**src/hw/rtl/jpd_pkg.sv**
```systemverilog
// Shared constants, codes and word types for the joystick percent and direction block.
`default_nettype none

package jpd_pkg;

    // Field widths
    localparam int SAMPLE_BITS = 8;
    localparam int CENTER_BITS = 8;
    localparam int DZ_BITS     = 7;
    localparam int PCT_BITS    = 8;
    localparam int MAG_BITS    = 7;
    localparam int DIR_BITS    = 3;

    // Divider: numerator is (sample distance * 100), one quotient bit per cycle
    localparam int NUM_BITS = SAMPLE_BITS + 7;
    localparam int CNT_BITS = $clog2(NUM_BITS);

    // Configuration port
    localparam int ADDR_BITS = 4;
    localparam int DATA_BITS = 32;
    localparam int IDX_BITS  = 2;

    localparam logic [IDX_BITS-1:0] REG_X_CENTER = 2'd0;
    localparam logic [IDX_BITS-1:0] REG_Y_CENTER = 2'd1;
    localparam logic [IDX_BITS-1:0] REG_DEADZONE = 2'd2;

    // Reset values
    localparam logic [SAMPLE_BITS-1:0] HIGH_RESET     = SAMPLE_BITS'(240);
    localparam logic [SAMPLE_BITS-1:0] LOW_RESET      = SAMPLE_BITS'(70);
    localparam logic [CENTER_BITS-1:0] CENTER_RESET   = 8'd128;
    localparam logic [DZ_BITS-1:0]     DEADZONE_RESET = 7'd20;
    localparam logic [MAG_BITS-1:0]    PERCENT_FULL   = 7'd100;

    // Direction codes
    localparam logic [DIR_BITS-1:0] DIR_CENTER = 3'd0;
    localparam logic [DIR_BITS-1:0] DIR_RIGHT  = 3'd1;
    localparam logic [DIR_BITS-1:0] DIR_LEFT   = 3'd2;
    localparam logic [DIR_BITS-1:0] DIR_UP     = 3'd3;
    localparam logic [DIR_BITS-1:0] DIR_DOWN   = 3'd4;

    typedef struct packed {
        logic [SAMPLE_BITS-1:0] x_sample;
        logic [SAMPLE_BITS-1:0] y_sample;
    } in_word_t;

    typedef struct packed {
        logic signed [PCT_BITS-1:0] x_percent;
        logic signed [PCT_BITS-1:0] y_percent;
        logic [DIR_BITS-1:0]        direction;
    } out_word_t;

    // Sequencer controls for each axis unit
    typedef struct packed {
        logic load;
        logic prep;
        logic step;
    } axis_ctrl_t;

endpackage

`default_nettype wire

```
**src/hw/rtl/jpd_axis.sv**
```systemverilog
// One axis: extreme tracking, span selection and a bit-serial restoring divider.
`default_nettype none

module jpd_axis
    import jpd_pkg::*;
(
    input  wire logic                   aclk,
    input  wire logic                   aresetn,
    input  wire axis_ctrl_t             ctrl,
    input  wire logic [SAMPLE_BITS-1:0] sample,
    input  wire logic [CENTER_BITS-1:0] center,
    output logic [MAG_BITS-1:0]         mag,
    output logic                        neg
);

    logic [SAMPLE_BITS-1:0] hi_reg, hi_next;
    logic [SAMPLE_BITS-1:0] lo_reg, lo_next;
    logic [SAMPLE_BITS-1:0] samp_reg;
    logic [SAMPLE_BITS-1:0] span_reg, span_next;
    logic [SAMPLE_BITS-1:0] rem_reg;
    logic [NUM_BITS-1:0]    num_reg, num_next;
    logic                   neg_reg;

    logic [SAMPLE_BITS-1:0] cen;
    logic [SAMPLE_BITS-1:0] delta;
    logic [NUM_BITS-1:0]    delta_w;
    logic                   above;
    logic                   below;
    logic [SAMPLE_BITS:0]   trial;
    logic                   fits;

    // Widen extremes with the incoming sample
    always_comb begin
        hi_next = (sample > hi_reg) ? sample : hi_reg;
        lo_next = (({1'b0, sample} + 1'b1) < {1'b0, lo_reg}) ? sample : lo_reg;
    end

    // Distance from center, span toward the active extreme, numerator = delta * 100
    always_comb begin
        cen   = SAMPLE_BITS'(center);
        above = samp_reg > cen;
        below = samp_reg < cen;
        if (above) begin
            delta     = samp_reg - cen;
            span_next = (hi_reg > cen) ? (hi_reg - cen) : SAMPLE_BITS'(1);
        end else begin
            delta     = below ? (cen - samp_reg) : '0;
            span_next = (cen > lo_reg) ? (cen - lo_reg) : SAMPLE_BITS'(1);
        end
        delta_w  = NUM_BITS'(delta);
        num_next = (delta_w << 6) + (delta_w << 5) + (delta_w << 2);
    end

    // One restoring step: quotient bits shift in behind the numerator
    always_comb begin
        trial = {rem_reg, num_reg[NUM_BITS-1]};
        fits  = trial >= {1'b0, span_reg};
    end

    always_ff @(posedge aclk) begin
        if (!aresetn) begin
            hi_reg <= HIGH_RESET;
            lo_reg <= LOW_RESET;
        end else if (ctrl.load) begin
            hi_reg <= hi_next;
            lo_reg <= lo_next;
        end
    end

    always_ff @(posedge aclk) begin
        if (ctrl.load) begin
            samp_reg <= sample;
        end
        if (ctrl.prep) begin
            span_reg <= span_next;
            num_reg  <= num_next;
            rem_reg  <= '0;
            neg_reg  <= below;
        end else if (ctrl.step) begin
            rem_reg <= fits ? SAMPLE_BITS'(trial - {1'b0, span_reg}) : trial[SAMPLE_BITS-1:0];
            num_reg <= {num_reg[NUM_BITS-2:0], fits};
        end
    end

    // Clamp quotient magnitude to full scale
    assign mag = (num_reg > NUM_BITS'(PERCENT_FULL)) ? PERCENT_FULL : num_reg[MAG_BITS-1:0];
    assign neg = neg_reg;

endmodule

`default_nettype wire

```
**src/hw/rtl/joystick_percent_direction_unit.sv**
```systemverilog
// Top level: handshake, configuration registers, sequencer and direction decode.
//
// Usage:
//   Input words (x_sample, y_sample) arrive on s_valid/s_ready/s_data; one
//   result word (x_percent, y_percent, direction) leaves on m_valid/m_ready/
//   m_data for every input word. Centers and deadzone sit behind an APB-style
//   port at byte addresses 0, 4 and 8; write them only while the block is idle.
//   Sequence: the extremes are widened at the accepting edge, then span and
//   numerator are formed, then restoring division runs over the NUM_BITS (15)
//   numerator bits with one quotient bit per cycle in each axis divider, and the
//   result is decoded into the output register. One word is in flight at a time:
//   no new word is taken until the previous result is in the output register.
//   s_ready is high while the sequencer is idle; the output register holds the
//   previous result meanwhile, so a new word may start while m_valid waits.
//   If the receiver stalls, the finished result waits in the sequencer until
//   the output register frees up, and no new word is taken until then.
//   Reset (aresetn low, synchronous) drops m_valid, sets centers to 128, the
//   deadzone to 20 and the tracked extremes to 240 (high) and 70 (low).
`default_nettype none

module joystick_percent_direction_unit
    import jpd_pkg::*;
(
    input  wire logic                 aclk,
    input  wire logic                 aresetn,
    // input channel
    input  wire logic                 s_valid,
    output logic                      s_ready,
    input  wire in_word_t             s_data,
    // result channel
    output logic                      m_valid,
    input  wire logic                 m_ready,
    output out_word_t                 m_data,
    // configuration port
    input  wire logic                 psel,
    input  wire logic                 penable,
    input  wire logic                 pwrite,
    input  wire logic [ADDR_BITS-1:0] paddr,
    input  wire logic [DATA_BITS-1:0] pwdata,
    output logic [DATA_BITS-1:0]      prdata,
    output logic                      pready
);

    localparam logic [1:0] ST_IDLE = 2'd0;
    localparam logic [1:0] ST_PREP = 2'd1;
    localparam logic [1:0] ST_DIV  = 2'd2;
    localparam logic [1:0] ST_FIN  = 2'd3;

    logic [1:0]             state_reg, state_next;
    logic [CNT_BITS-1:0]    cnt_reg, cnt_next;
    logic [CENTER_BITS-1:0] x_center_reg;
    logic [CENTER_BITS-1:0] y_center_reg;
    logic [DZ_BITS-1:0]     deadzone_reg;
    logic                   m_valid_reg, m_valid_next;
    out_word_t              out_reg;
    out_word_t              result;

    logic [IDX_BITS-1:0]    reg_idx;
    logic                   cfg_write;
    logic                   in_take;
    logic                   out_load;
    axis_ctrl_t             ctrl;
    logic [MAG_BITS-1:0]    x_mag, y_mag;
    logic                   x_neg, y_neg;

    // Configuration registers
    assign pready    = 1'b1;
    assign reg_idx   = paddr[ADDR_BITS-1:2];
    assign cfg_write = psel && penable && pwrite;

    always_ff @(posedge aclk) begin
        if (!aresetn) begin
            x_center_reg <= CENTER_RESET;
            y_center_reg <= CENTER_RESET;
            deadzone_reg <= DEADZONE_RESET;
        end else if (cfg_write) begin
            case (reg_idx)
                REG_X_CENTER: x_center_reg <= pwdata[CENTER_BITS-1:0];
                REG_Y_CENTER: y_center_reg <= pwdata[CENTER_BITS-1:0];
                REG_DEADZONE: deadzone_reg <= pwdata[DZ_BITS-1:0];
                default: ;
            endcase
        end
    end

    always_comb begin
        case (reg_idx)
            REG_X_CENTER: prdata = DATA_BITS'(x_center_reg);
            REG_Y_CENTER: prdata = DATA_BITS'(y_center_reg);
            REG_DEADZONE: prdata = DATA_BITS'(deadzone_reg);
            default:      prdata = '0;
        endcase
    end

    // Sequencer
    assign s_ready  = (state_reg == ST_IDLE);
    assign in_take  = s_valid && s_ready;
    assign out_load = (state_reg == ST_FIN) && (!m_valid_reg || m_ready);

    always_comb begin
        ctrl.load  = in_take;
        ctrl.prep  = (state_reg == ST_PREP);
        ctrl.step  = (state_reg == ST_DIV);
        state_next = state_reg;
        cnt_next   = cnt_reg;
        case (state_reg)
            ST_IDLE: begin
                if (in_take) begin
                    state_next = ST_PREP;
                end
            end
            ST_PREP: begin
                state_next = ST_DIV;
                cnt_next   = CNT_BITS'(NUM_BITS - 1);
            end
            ST_DIV: begin
                if (cnt_reg == '0) begin
                    state_next = ST_FIN;
                end else begin
                    cnt_next = cnt_reg - 1'b1;
                end
            end
            ST_FIN: begin
                if (out_load) begin
                    state_next = ST_IDLE;
                end
            end
            default: state_next = ST_IDLE;
        endcase
    end

    always_ff @(posedge aclk) begin
        if (!aresetn) begin
            state_reg <= ST_IDLE;
            cnt_reg   <= '0;
        end else begin
            state_reg <= state_next;
            cnt_reg   <= cnt_next;
        end
    end

    // Axis units
    jpd_axis u_x_axis (
        .aclk    (aclk),
        .aresetn (aresetn),
        .ctrl    (ctrl),
        .sample  (s_data.x_sample),
        .center  (x_center_reg),
        .mag     (x_mag),
        .neg     (x_neg)
    );

    jpd_axis u_y_axis (
        .aclk    (aclk),
        .aresetn (aresetn),
        .ctrl    (ctrl),
        .sample  (s_data.y_sample),
        .center  (y_center_reg),
        .mag     (y_mag),
        .neg     (y_neg)
    );

    // Signed percents and direction: larger magnitude wins, ties go to y
    always_comb begin
        result.x_percent = x_neg ? (PCT_BITS'(0) - PCT_BITS'(x_mag)) : PCT_BITS'(x_mag);
        result.y_percent = y_neg ? (PCT_BITS'(0) - PCT_BITS'(y_mag)) : PCT_BITS'(y_mag);
        result.direction = DIR_CENTER;
        if (x_mag > y_mag) begin
            if (x_mag > deadzone_reg) begin
                result.direction = x_neg ? DIR_LEFT : DIR_RIGHT;
            end
        end else begin
            if (y_mag > deadzone_reg) begin
                result.direction = y_neg ? DIR_DOWN : DIR_UP;
            end
        end
    end

    // Output register
    always_comb begin
        m_valid_next = m_valid_reg;
        if (out_load) begin
            m_valid_next = 1'b1;
        end else if (m_ready) begin
            m_valid_next = 1'b0;
        end
    end

    always_ff @(posedge aclk) begin
        if (!aresetn) begin
            m_valid_reg <= 1'b0;
        end else begin
            m_valid_reg <= m_valid_next;
        end
    end

    always_ff @(posedge aclk) begin
        if (out_load) begin
            out_reg <= result;
        end
    end

    assign m_valid = m_valid_reg;
    assign m_data  = out_reg;

endmodule

`default_nettype wire

```
**config.mk**
```make
export PLATFORM = sky130hd
export DESIGN_NAME = joystick_percent_direction_unit
export DESIGN_NICKNAME = d
export VERILOG_FILES = /design/src/hw/rtl/jpd_pkg.sv /design/src/hw/rtl/jpd_axis.sv /design/src/hw/rtl/joystick_percent_direction_unit.sv
export SDC_FILE = /design/constraint.sdc
export NUM_CORES = 1
export LEC_CHECK = 0
export BUFFER_PORTS_ARGS = -buffer_cell sky130_fd_sc_hd__buf_2
export CORE_MARGIN = 1
export CORE_UTILIZATION = 33
export CTS_CLUSTER_DIAMETER = 30
export CTS_CLUSTER_SIZE = 40
export DETAILED_ROUTE_END_ITERATION = 10
export PLACE_DENSITY_LB_ADDON = 0.15
export SLEW_MARGIN = 20
export SYNTH_ARGS = -nofsm -noshare
export SYNTH_HDL_FRONTEND = slang
export SYNTH_SLANG_ARGS = --single-unit
```
**constraint.sdc**
```tcl
create_clock -name aclk -period 4.7 [get_ports aclk]
set_input_delay 0.94 -clock aclk [delete_from_list [all_inputs] [get_ports aclk]]
set_output_delay 0.94 -clock aclk [all_outputs]
set_load 0.01 [all_outputs]
```
==> metrics.cfg, run 1 <==
[sta]
min_period_ps = 4390
timing.final.ws_setup_ps = 313
post-route-period-util_pct = 93.3
slew_headroom_pct = 32.1
setup_viol = 0
hold_viol = 0
setup-tns-final_ps = 0
drv_slew = 0
tightest_slew_ps = 1020
clock.fmax_mhz = 228
rsz0062_at_grt = false
skew_ps = 12.3

[worst_setup_path]
crit_type = reg2reg
crit_path_start_kind = flip-flop
crit_start = u_y_axis.samp_reg[0]
worstPathArrival_ps = 4580
r2r_end = u_y_axis.num_reg[13]
required_ps = 4890
reg2reg_slack_ps = 310
cp_common_cell = ha_1
cp-end-kind = flip-flop
reg2reg_depth = 18
max_stage_delay_ps = 410
cpMaxStageDelayCell = edfxtp_1
r2r-start = u_y_axis.samp_reg[0]
critPathMaxFanout = 8
crit_chain = inv_1 > ha_1 > inv_1 > fa_2 > a211oi_4 > o211ai_2 > a21o_2 > and2_1 > a221oi_1 > a21oi_1 > ha_1 > ha_1 > a21o_1 > a21oi_2 > o21ai_0 > a31oi_1 > xnor2_1 > mux2_2

[yosys]
synth-seq-cells = 161
ys_top_cells_by_area = edfxtp_1, ha_1, dfxtp_1, mux2i_1, inv_1
synth_top_area_cell = edfxtp_1
syn_avg_cell_area_um2 = 9.05
yosysSeqAreaShare_pct = 31.2
synth_ff_type = edfxtp_1
yosysTopAreaCellShare_pct = 19.2
async_reset_ff_share_pct = 0
synth_area_mm2 = 0.0130
ys_warn_count = 0
synth_edf_count = 83
syn_inst = 1435
ys_types = 84

[min_path]
hold_depth = 2
hp-class = reg2reg
worstHoldStart = u_x_axis.lo_reg[7]
whs_endpoint = u_x_axis.lo_reg[7]

[route]
drc = 0
drt-initial-drc-count = 371
first_pass_iters = 5
wirelength_um = 31800
vias = 10200
drtAntennaViolNets = 0
wire_per_inst_um = 15.7
viasPerCell = 5.06

[pwr]
peakVddDrop_mv = 0.373
p_seq_share_pct = 30.2
pwr_density_cell_mw_per_mm2 = 532
p_sw_share_pct = 40.0
p_switching_mw = 3.07
comb_power_share_pct = 50.6
p_leak_nw = 6.25
p_int_mw = 4.60
p_clk_share_pct = 19.2

[global_routing]
grt-ovfl-total = 0
grt_pass1_vias = 9775
use_met3_pct = 2.26
grt_first_pass_wirelength_um = 51600
grt_start_max_net_pins = 65
grt_usage_pct = 16.0
grt_use_met1_pct = 23.4
antenna_found_initial = 0
busiest_layer = met2
use_met2_pct = 24.1

[placement]
hpwlAfterDp_um = 25200
preCtsSetupSlack_ps = 58.5
globalplace.congestion = 0.840
portBuffers = 61

[clock_network]
cts_hold_buffers = 0
cts_buffers = 17
cts_tree = yes
clkTransAtPathRegs_ps = 70
htreeDepth = 4
worstSkewPairLatency_ps = 450
cts_root_buf = clkbuf_16
cts_buffer_depth = 2
cts_sinks = 161

[floorplan]
die-area_mm2 = 0.0401
initial_core_util_pct = 33.5
ios = 113
die_w_um = 200
core_area_mm2 = 0.0387
fp.dieH_um = 200
num_rows = 72

[cells_and_area]
regArea_mm2 = 0.00405
fillers = 4045
num_antenna_cells = 0
largest_reg_flops = 19
syn_to_final_growth_pct = 11.1
fin_nets = 1733
multi_input_area_mm2 = 0.00806
drive_gt1_share_pct = 11.6

[flow_run]
maxCapViolCount = 0

[status]
outcome = finished, final reports clean

-- layout by cell type, fill, tap and decap left out, drive strengths merged, types with 12 or more instances in the layout --
master,n
a211oi,22
a21o,33
a21oi,80
a31oi,16
and2,12
buf,81
clkbuf,20
conb,25
dfxtp,78
edfxtp,83
fa,12
ha,170
inv,166
mux2,17
mux2i,59
nand2,108
nand3,31
nand4,27
nor2,99
nor2b,25
nor3,19
o21a,17
o21ai,64
o21bai,15
or2,13
xnor2,51
-- what timing repair did --
item	in CTS	in global routing
endpoints found under the setup margin	0	8
resized for setup	0	8
setup buffers	0	1
-- worst max path at each step --
| stage | end |
|---|---|
| finish | u_y_axis.num_reg[13] |
| floorplan | u_y_axis.num_reg[14] |
| detailed placement | u_y_axis.num_reg[12] |
| CTS | u_y_axis.num_reg[12] |
| global route | u_x_axis.num_reg[12] |
| global placement | u_y_axis.num_reg[12] |
-- cell usage after synthesis, types with 10 or more instances --
| master | count |
|---|---|
| mux2_2 | 17 |
| or2_2 | 12 |
| buf_4 | 25 |
| ha_1 | 170 |
| mux2i_1 | 59 |
| o21a_1 | 17 |
| nor2b_1 | 25 |
| nand2_1 | 107 |
| xor2_1 | 11 |
| edfxtp_1 | 83 |
| a21o_1 | 33 |
| nand4_1 | 27 |
| a211oi_1 | 21 |
| o21ai_0 | 60 |
| nand2b_1 | 11 |
| and2_1 | 12 |
| o21bai_1 | 14 |
| fa_1 | 12 |
| clkbuf_1 | 24 |
| nor2_1 | 99 |
| a21oi_1 | 79 |
| and3_1 | 10 |
| nand3_1 | 31 |
| xnor2_1 | 50 |
| inv_1 | 156 |
| nor3_1 | 15 |
| dfxtp_1 | 78 |
| a31oi_1 | 16 |
-- cells by family (layout without fill, tap and decap cells) --
logic type / after synthesis / in the layout / synth area share, %
and+or+nand+nor: 384 / 384 / 14.5
AOI/OAI and AO/OA: 343 / 343 / 18.1
buffers and inverters: 225 / 272 / 7.60
adders and majority gates: 182 / 182 / 18.2
DFF: 161 / 161 / 31.2
muxes: 76 / 76 / 6.02
xor gates and xnor gates: 62 / 62 / 4.24
other: 2 / 25 / 0.0579
-- power by group through the flow --
| stage | Clock (mW) | Combinational [mW] | Sequential, mW |
|---|---|---|---|
| 2_1_floorplan | 0 | 3.10 | 2.23 |
| 3_3_place_gp | 0 | 3.85 | 2.34 |
| 3_5_place_dp | 0 | 3.86 | 2.34 |
| 4_1_cts | 1.52 | 3.89 | 2.31 |
| 5_1_grt | 1.57 | 4.41 | 2.37 |
| 6_report | 1.47 | 3.89 | 2.32 |
-- per-stage QoR --
stage	area (um2)	total power, mW	hold WS, ps	util, %	std cells
2_1_floorplan	13100	5.33	435	-	1458
3_3_place_gp	13800	6.19	444	35.6	1990
3_5_place_dp	13800	6.20	448	35.6	1990
4_1_cts	14400	7.73	461	37.2	2022
5_1_grt	14400	8.36	476	37.2	2023
6_report	14400	7.68	460	37.2	2023
-- worst max-delay path, delay by kind of cell (launching register included) --
| kind | cells | cell delay [ps] |
|---|---|---|
| AOI/OAI and AO/OA | 9 | 1820 |
| adders and majority gates | 4 | 1190 |
| DFF | 1 | 410 |
| muxes | 1 | 260 |
| and+or+nand+nor | 1 | 210 |
| buffers and inverters | 2 | 140 |
| xor gates and xnor gates | 1 | 90 |
-- routing by layer --
layer / vias to the layer above / wire length, um / part of all wire [%]
met2: 165 / 13500 / 43
met1: 4830 / 16700 / 53
met4: 0 / 560 / 1.8
met5: - / 0 / 0
li1: 5202 / - / -
met3: 30 / 1010 / 3.2
-- area by class of cell --
| type | count | area share (%) |
|---|---|---|
| Tap cell | 518 | 4.49 |
| Multi-Input combinational cell | 1072 | 55.9 |
| Inverter | 159 | 4.16 |
| Clock buffer | 20 | 3.24 |
| Sequential cell | 161 | 28.1 |
| Timing Repair Buffer | 81 | 3.16 |
| Clock inverter | 12 | 0.972 |
No activity file was read; power rests on OpenSTA's default activity.
==> run 2, diff against run 1 <==
--- a/config.mk
+++ b/config.mk
@@ -8,6 +8,7 @@
 export BUFFER_PORTS_ARGS = -buffer_cell sky130_fd_sc_hd__buf_2
 export CORE_MARGIN = 1
 export CORE_UTILIZATION = 33
+export CTS_BUF_LIST = sky130_fd_sc_hd__clkbuf_8
 export CTS_CLUSTER_DIAMETER = 30
 export CTS_CLUSTER_SIZE = 40
 export DETAILED_ROUTE_END_ITERATION = 10
==> metrics.cfg, run 2 (synthesis gave the netlist of run 1 again) <==
[worst_setup_path]
r2r-start = u_y_axis.samp_reg[0]
worst-path-stages = 19  ; +1
crit_family = compound AO/OA/AOI/OAI gates
crit_type = reg2reg
crit_chain = inv_1 > ha_1 > inv_1 > fa_2 > a211oi_4 > o211ai_2 > a21o_2 > and2_1 > a221oi_1 > a21oi_1 > ha_1 > a21o_1 > ha_1 > nor2b_1 > o21ai_0 > a21boi_1 > o21ai_1 > nor3b_1 > o31ai_1
required_ps = 4900  ; about the same
cpMaxStageDelayCell = edfxtp_1
critPathMaxFanout = 8  ; unchanged
cp-end-kind = flip-flop
crit_start = u_y_axis.samp_reg[0]
max_stage_delay_ps = 430  ; +20 ps
cp_common_cell = ha_1
reg2reg_slack_ps = 270  ; -50 ps
reg2reg_depth = 19  ; +1
crit_path_start_kind = flip-flop
r2r_end = u_y_axis.num_reg[12]
path_buf_inv = 2  ; unchanged
worstPathArrival_ps = 4630  ; +50 ps
endpoint = u_y_axis.num_reg[12]

[placement]
preCtsSetupSlack_ps = 58.5  ; unchanged
globalplace.congestion = 0.840  ; unchanged
portBuffers = 61  ; unchanged
placed_cells = 1990  ; unchanged
hpwlAfterDp_um = 25200  ; unchanged

[route]
wire_per_inst_um = 15.7  ; about the same
first_pass_iters = 4  ; -1
viasPerCell = 5.04  ; -0.24%
drc = 0  ; unchanged
drt-initial-drc-count = 401  ; +8.1%
vias = 10200  ; -0.24%
drtAntennaViolNets = 0  ; unchanged
wirelength_um = 31800  ; about the same

[sta]
drv_slew = 0  ; unchanged
slew_headroom_pct = 33.1  ; +1.0 points
setup_viol = 0  ; unchanged
setup-tns-final_ps = 0  ; unchanged
hold_viol = 0  ; unchanged
clock.fmax_mhz = 226  ; -1.0%
tightest_slew_ps = 1000  ; -15.7 ps
min_period_ps = 4430  ; +46.0 ps
skew_ps = 16.3  ; +3.96 ps
rsz0062_at_grt = false
post-route-period-util_pct = 94.3  ; +0.98 points
timing.final.ws_setup_ps = 267  ; -46.0 ps

[global_routing]
grt-ovfl-total = 0  ; unchanged
grt_first_pass_wirelength_um = 51600  ; about the same
grt_start_max_net_pins = 65  ; unchanged
grt_usage_pct = 16.0  ; -0.054 points
antenna_found_initial = 0  ; unchanged
grt_pass1_vias = 9804  ; +0.30%

[clock_network]
clkTransAtPathRegs_ps = 100  ; +30 ps
htreeDepth = 4  ; unchanged
cts_hold_buffers = 0  ; unchanged
cts_buffer_depth = 2  ; unchanged
cts_tree = yes
cts_buffers = 17  ; unchanged
worstSkewPairLatency_ps = 480  ; +30 ps
cts_sinks = 161  ; unchanged
cts_root_buf = clkbuf_8

[cells_and_area]
final_core_util_pct = 36.7  ; -0.49 points
layout_common_cells = ha_1, inv_1, nand2_1, nor2_1, edfxtp_1
final_common_cell = ha_1
syn_to_final_growth_pct = 9.62
num_antenna_cells = 0  ; unchanged
layout.cells.non_filler = 2023  ; unchanged
largest_reg_flops = 19  ; unchanged
drive_gt1_share_pct = 11.6  ; -0.066 points
fin_nets = 1733  ; unchanged

[floorplan]
num_rows = 72  ; unchanged
die-area_mm2 = 0.0401  ; unchanged
initial_core_util_pct = 33.5  ; unchanged
fp.dieH_um = 200  ; unchanged
die_w_um = 200  ; unchanged
ios = 113  ; unchanged
core_area_mm2 = 0.0387  ; unchanged

[pwr]
p_leak_nw = 6.17  ; -1.3%
pwr_density_cell_mw_per_mm2 = 516  ; -3.1%
peakVddDrop_mv = 0.369  ; -0.90%
power.total_mw = 7.34  ; -4.4%

[min_path]
hp-class = reg2reg

[status]
outcome = finished, final reports clean

[flow_run]
maxCapViolCount = 0  ; unchanged

[run 2: report_power, final]
group	leakage [nW]	total (mW)	internal [mW]	switching [mW]
clock	0.218	1.13	0.548	0.585
sequential	1.41	2.31	2.02	0.293
combinational	4.54	3.90	1.74	2.16
total	6.17	7.34	4.31	3.04
[run 2: how the worst min path moves through the flow]
stage / slack, ps / end / from / cells after the start
after global placement: 440 / u_x_axis.lo_reg[4] / u_x_axis.lo_reg[4] / 2
after global routing: 480 / u_x_axis.lo_reg[7] / u_x_axis.lo_reg[7] / 2
final: 460 / u_x_axis.lo_reg[7] / u_x_axis.lo_reg[7] / 2
after CTS: 470 / u_x_axis.lo_reg[7] / u_x_axis.lo_reg[7] / 2
after detailed placement: 450 / u_x_axis.lo_reg[7] / u_x_axis.lo_reg[7] / 2
after floorplan: 430 / u_x_axis.lo_reg[3] / u_x_axis.lo_reg[3] / 2
[run 2: metal layers]
| metal | GRT usage [%] | share of wire, % |
|---|---|---|
| met2 | 24.3 | 43 |
| met1 | 23.3 | 52 |
| met4 | 4.06 | 1.3 |
| met3 | 2.68 | 4.0 |
| met5 | 0 | 0 |
[run 2: cell type report]
| type | count | area, um2 |
|---|---|---|
| Clock buffer | 18 | 248 |
| Clock inverter | 14 | 174 |
| Fill cell | 4066 | 24500 |
| Inverter | 159 | 599 |
| Multi-Input combinational cell | 1072 | 8050 |
| Sequential cell | 161 | 4050 |
| Tap cell | 518 | 648 |
| Timing Repair Buffer | 81 | 455 |
[run 2: per-stage QoR]
| stage | area, um2 | hold slack (ps) |
|---|---|---|
| 2_1_floorplan | 13100 | 435 |
| 3_3_place_gp | 13800 | 444 |
| 3_5_place_dp | 13800 | 448 |
| 4_1_cts | 14200 | 465 |
| 5_1_grt | 14200 | 481 |
| 6_report | 14200 | 462 |
[run 2: what timing repair did]
| item | in CTS | in global routing |
|---|---|---|
| endpoints found under the setup margin | 0 | 8 |
| resized for setup | 0 | 7 |
| buffers inserted | 0 | 1 |
[run 2: tightest hold or removal path: cells and delay by family, from the launching register on]
kind / cells / cell delay [ps]
AND/OR/NAND/NOR: 1 / 50
flip-flops: 1 / 320
multiplexers: 1 / 50
==> run 3, diff against run 2 <==
==> constraint.sdc (replaced) <==
create_clock -name aclk -period 3.9 [get_ports aclk]
set_input_delay 0.78 -clock aclk [delete_from_list [all_inputs] [get_ports aclk]]
set_output_delay 0.78 -clock aclk [all_outputs]
set_load 0.01 [all_outputs]
==> metrics.cfg, run 3 (synthesis gave the netlist of run 1 again) <==
[clock_network]
worstSkewPairLatency_ps = 500  ; +20 ps
htreeDepth = 4  ; unchanged
cts_buffer_depth = 2  ; unchanged
cts_root_buf = clkbuf_8
cts_buffers = 17  ; unchanged
cts_hold_buffers = 0  ; unchanged
cts_tree = yes
cts_sinks = 161  ; unchanged
clkTransAtPathRegs_ps = 100  ; about the same

[cells_and_area]
largest_reg_flops = 19  ; unchanged
final_core_util_pct = 40.6  ; +3.9 points
final_common_cell = ha_1
num_antenna_cells = 0  ; unchanged
layout_common_cells = ha_1, inv_1, buf_4, nand2_1, nor2_1
stdcell_area_mm2 = 0.0157  ; +11%
syn_to_final_growth_pct = 21.2
fillers = 3992  ; -1.8%
drive_gt1_share_pct = 23.2  ; +12 points
fin_nets = 1868  ; +7.8%

[route]
viasPerCell = 4.86  ; -3.6%
wirelength_um = 33000  ; +3.9%
drt-initial-drc-count = 481  ; +20%
first_pass_iters = 5  ; +1
drc = 0  ; unchanged
vias = 10500  ; +2.8%
wire_per_inst_um = 15.3  ; -2.6%
drtAntennaViolNets = 0  ; unchanged

[sta]
skew_ps = 22.8  ; +6.49 ps
post-route-period-util_pct = 105  ; +11 points
drv_slew = 0  ; unchanged
timing.final.ws_setup_ps = -202  ; -469 ps
slew_headroom_pct = 37.9  ; +4.8 points
rsz0062_at_grt = true
clock.fmax_mhz = 244  ; +8.1%
hold_ws_ps = 462  ; -0.547 ps
hold_viol = 0  ; unchanged
min_period_ps = 4100  ; -331 ps
tightest_slew_ps = 932  ; -71.5 ps
setup_viol = 7  ; +7

[worst_setup_path]
required_ps = 4150  ; -750 ps
max_stage_delay_ps = 400  ; -30 ps
cp_common_cell = ha_4
crit_path_start_kind = flip-flop
crit_type = reg2reg
critPathMaxFanout = 7  ; -1
cpMaxStageDelayCell = edfxtp_1
cp-end-kind = flip-flop
worstPathArrival_ps = 4350  ; -280 ps
crit_chain = inv_1 > ha_2 > inv_2 > fa_2 > a211oi_4 > o211ai_2 > a21o_4 > and2_4 > a221oi_2 > a21oi_2 > buf_4 > ha_4 > ha_4 > a21o_1 > a21oi_4 > o21ai_2 > a31oi_2 > xnor2_1 > mux2_4

[min_path]
hp-class = reg2reg

[status]
violations = setup timing
outcome = finished, violations left

[pwr]
p_leak_nw = 6.91  ; +12%
peakVddDrop_mv = 0.367  ; -0.53%
pwr_density_cell_mw_per_mm2 = 660  ; +28%

[placement]
portBuffers = 61  ; unchanged
globalplace.congestion = 0.837  ; -0.27%
placed_area_mm2 = 0.0147  ; +6.5%
hpwlAfterDp_um = 26100  ; +3.6%

[floorplan]
core_area_mm2 = 0.0387  ; unchanged
initial_core_util_pct = 33.5  ; unchanged
fp.dieH_um = 200  ; unchanged
num_rows = 72  ; unchanged
die-area_mm2 = 0.0401  ; unchanged
ios = 113  ; unchanged
die_w_um = 200  ; unchanged

[global_routing]
antenna_found_initial = 0  ; unchanged
grt_usage_pct = 16.8  ; +0.78 points
grt_pass1_vias = 10300  ; +5.3%
grt_start_max_net_pins = 44  ; -32%
grt-ovfl-total = 0  ; unchanged
grt_first_pass_wirelength_um = 54300  ; +5.1%

[flow_run]
maxCapViolCount = 0  ; unchanged

## run 3: repair_timing
| item | in CTS | in global routing |
|---|---|---|
| resized for setup | 66 | 41 |
| cloned | 0 | 0 |
| setup endpoints to repair | 13 | 13 |
| pin swaps | 51 | 27 |
| buffers inserted | 16 | 14 |
## run 3: metal layers
metal / vias to the layer above / wire length, um / GRT usage [%]
met1: 4854 / 17000 / 24.0
met2: 161 / 14400 / 25.8
met5: - / 0 / 0
li1: 5457 / - / -
met4: 0 / 397 / 4.01
met3: 20 / 1200 / 3.29
## run 3: cell type report
type / instances / area (um2) / share of cell area (%)
multi-input combinational: 1072 / 8540 / 54.3
clock buffer: 18 / 248 / 1.57
tap: 518 / 648 / 4.12
clock inverter: 14 / 130 / 0.827
timing repair buffer: 216 / 1500 / 9.56
inverter: 159 / 606 / 3.85
sequential: 161 / 4060 / 25.8
## run 3: worst paths after layout
kind                        startpoint                    to  slack (ps)  depth (start not counted)
setup / recovery  u_y_axis.samp_reg[0]  u_y_axis.num_reg[13]        -200                         19
hold / removal      u_x_axis.lo_reg[5]    u_x_axis.lo_reg[5]         460                          2
setup reg to reg  u_y_axis.samp_reg[0]  u_y_axis.num_reg[13]        -200                         19
hold reg to reg     u_x_axis.lo_reg[5]    u_x_axis.lo_reg[5]         460                          2
## run 3: through the flow
step	worst slack [ps]	setup TNS [ps]	instances	power (mW)
2_1_floorplan	-58.8	-192	1458	6.50
3_3_place_gp	-351	-2700	2104	8.15
3_5_place_dp	-388	-3060	2104	8.18
4_1_cts	-212	-1100	2149	10.0
5_1_grt	-358	-2700	2158	11.3
6_report	-202	-755	2158	10.4
## run 3: power by group
| group | switching [mW] | internal [mW] |
|---|---|---|
| clock | 0.715 | 0.529 |
| sequential | 0.349 | 2.43 |
| combinational | 3.11 | 3.24 |
| total | 4.17 | 6.21 |
## run 3: worst max-delay path, delay by kind of cell, from the launching register on
| kind | cells | cell delay, ps |
|---|---|---|
| fa+ha+maj | 4 | 1010 |
| flops | 1 | 400 |
| mux | 1 | 250 |
| buf+inv | 3 | 260 |
| compound gates | 9 | 1650 |
| xor+xnor | 1 | 90 |
| simple gates | 1 | 180 |
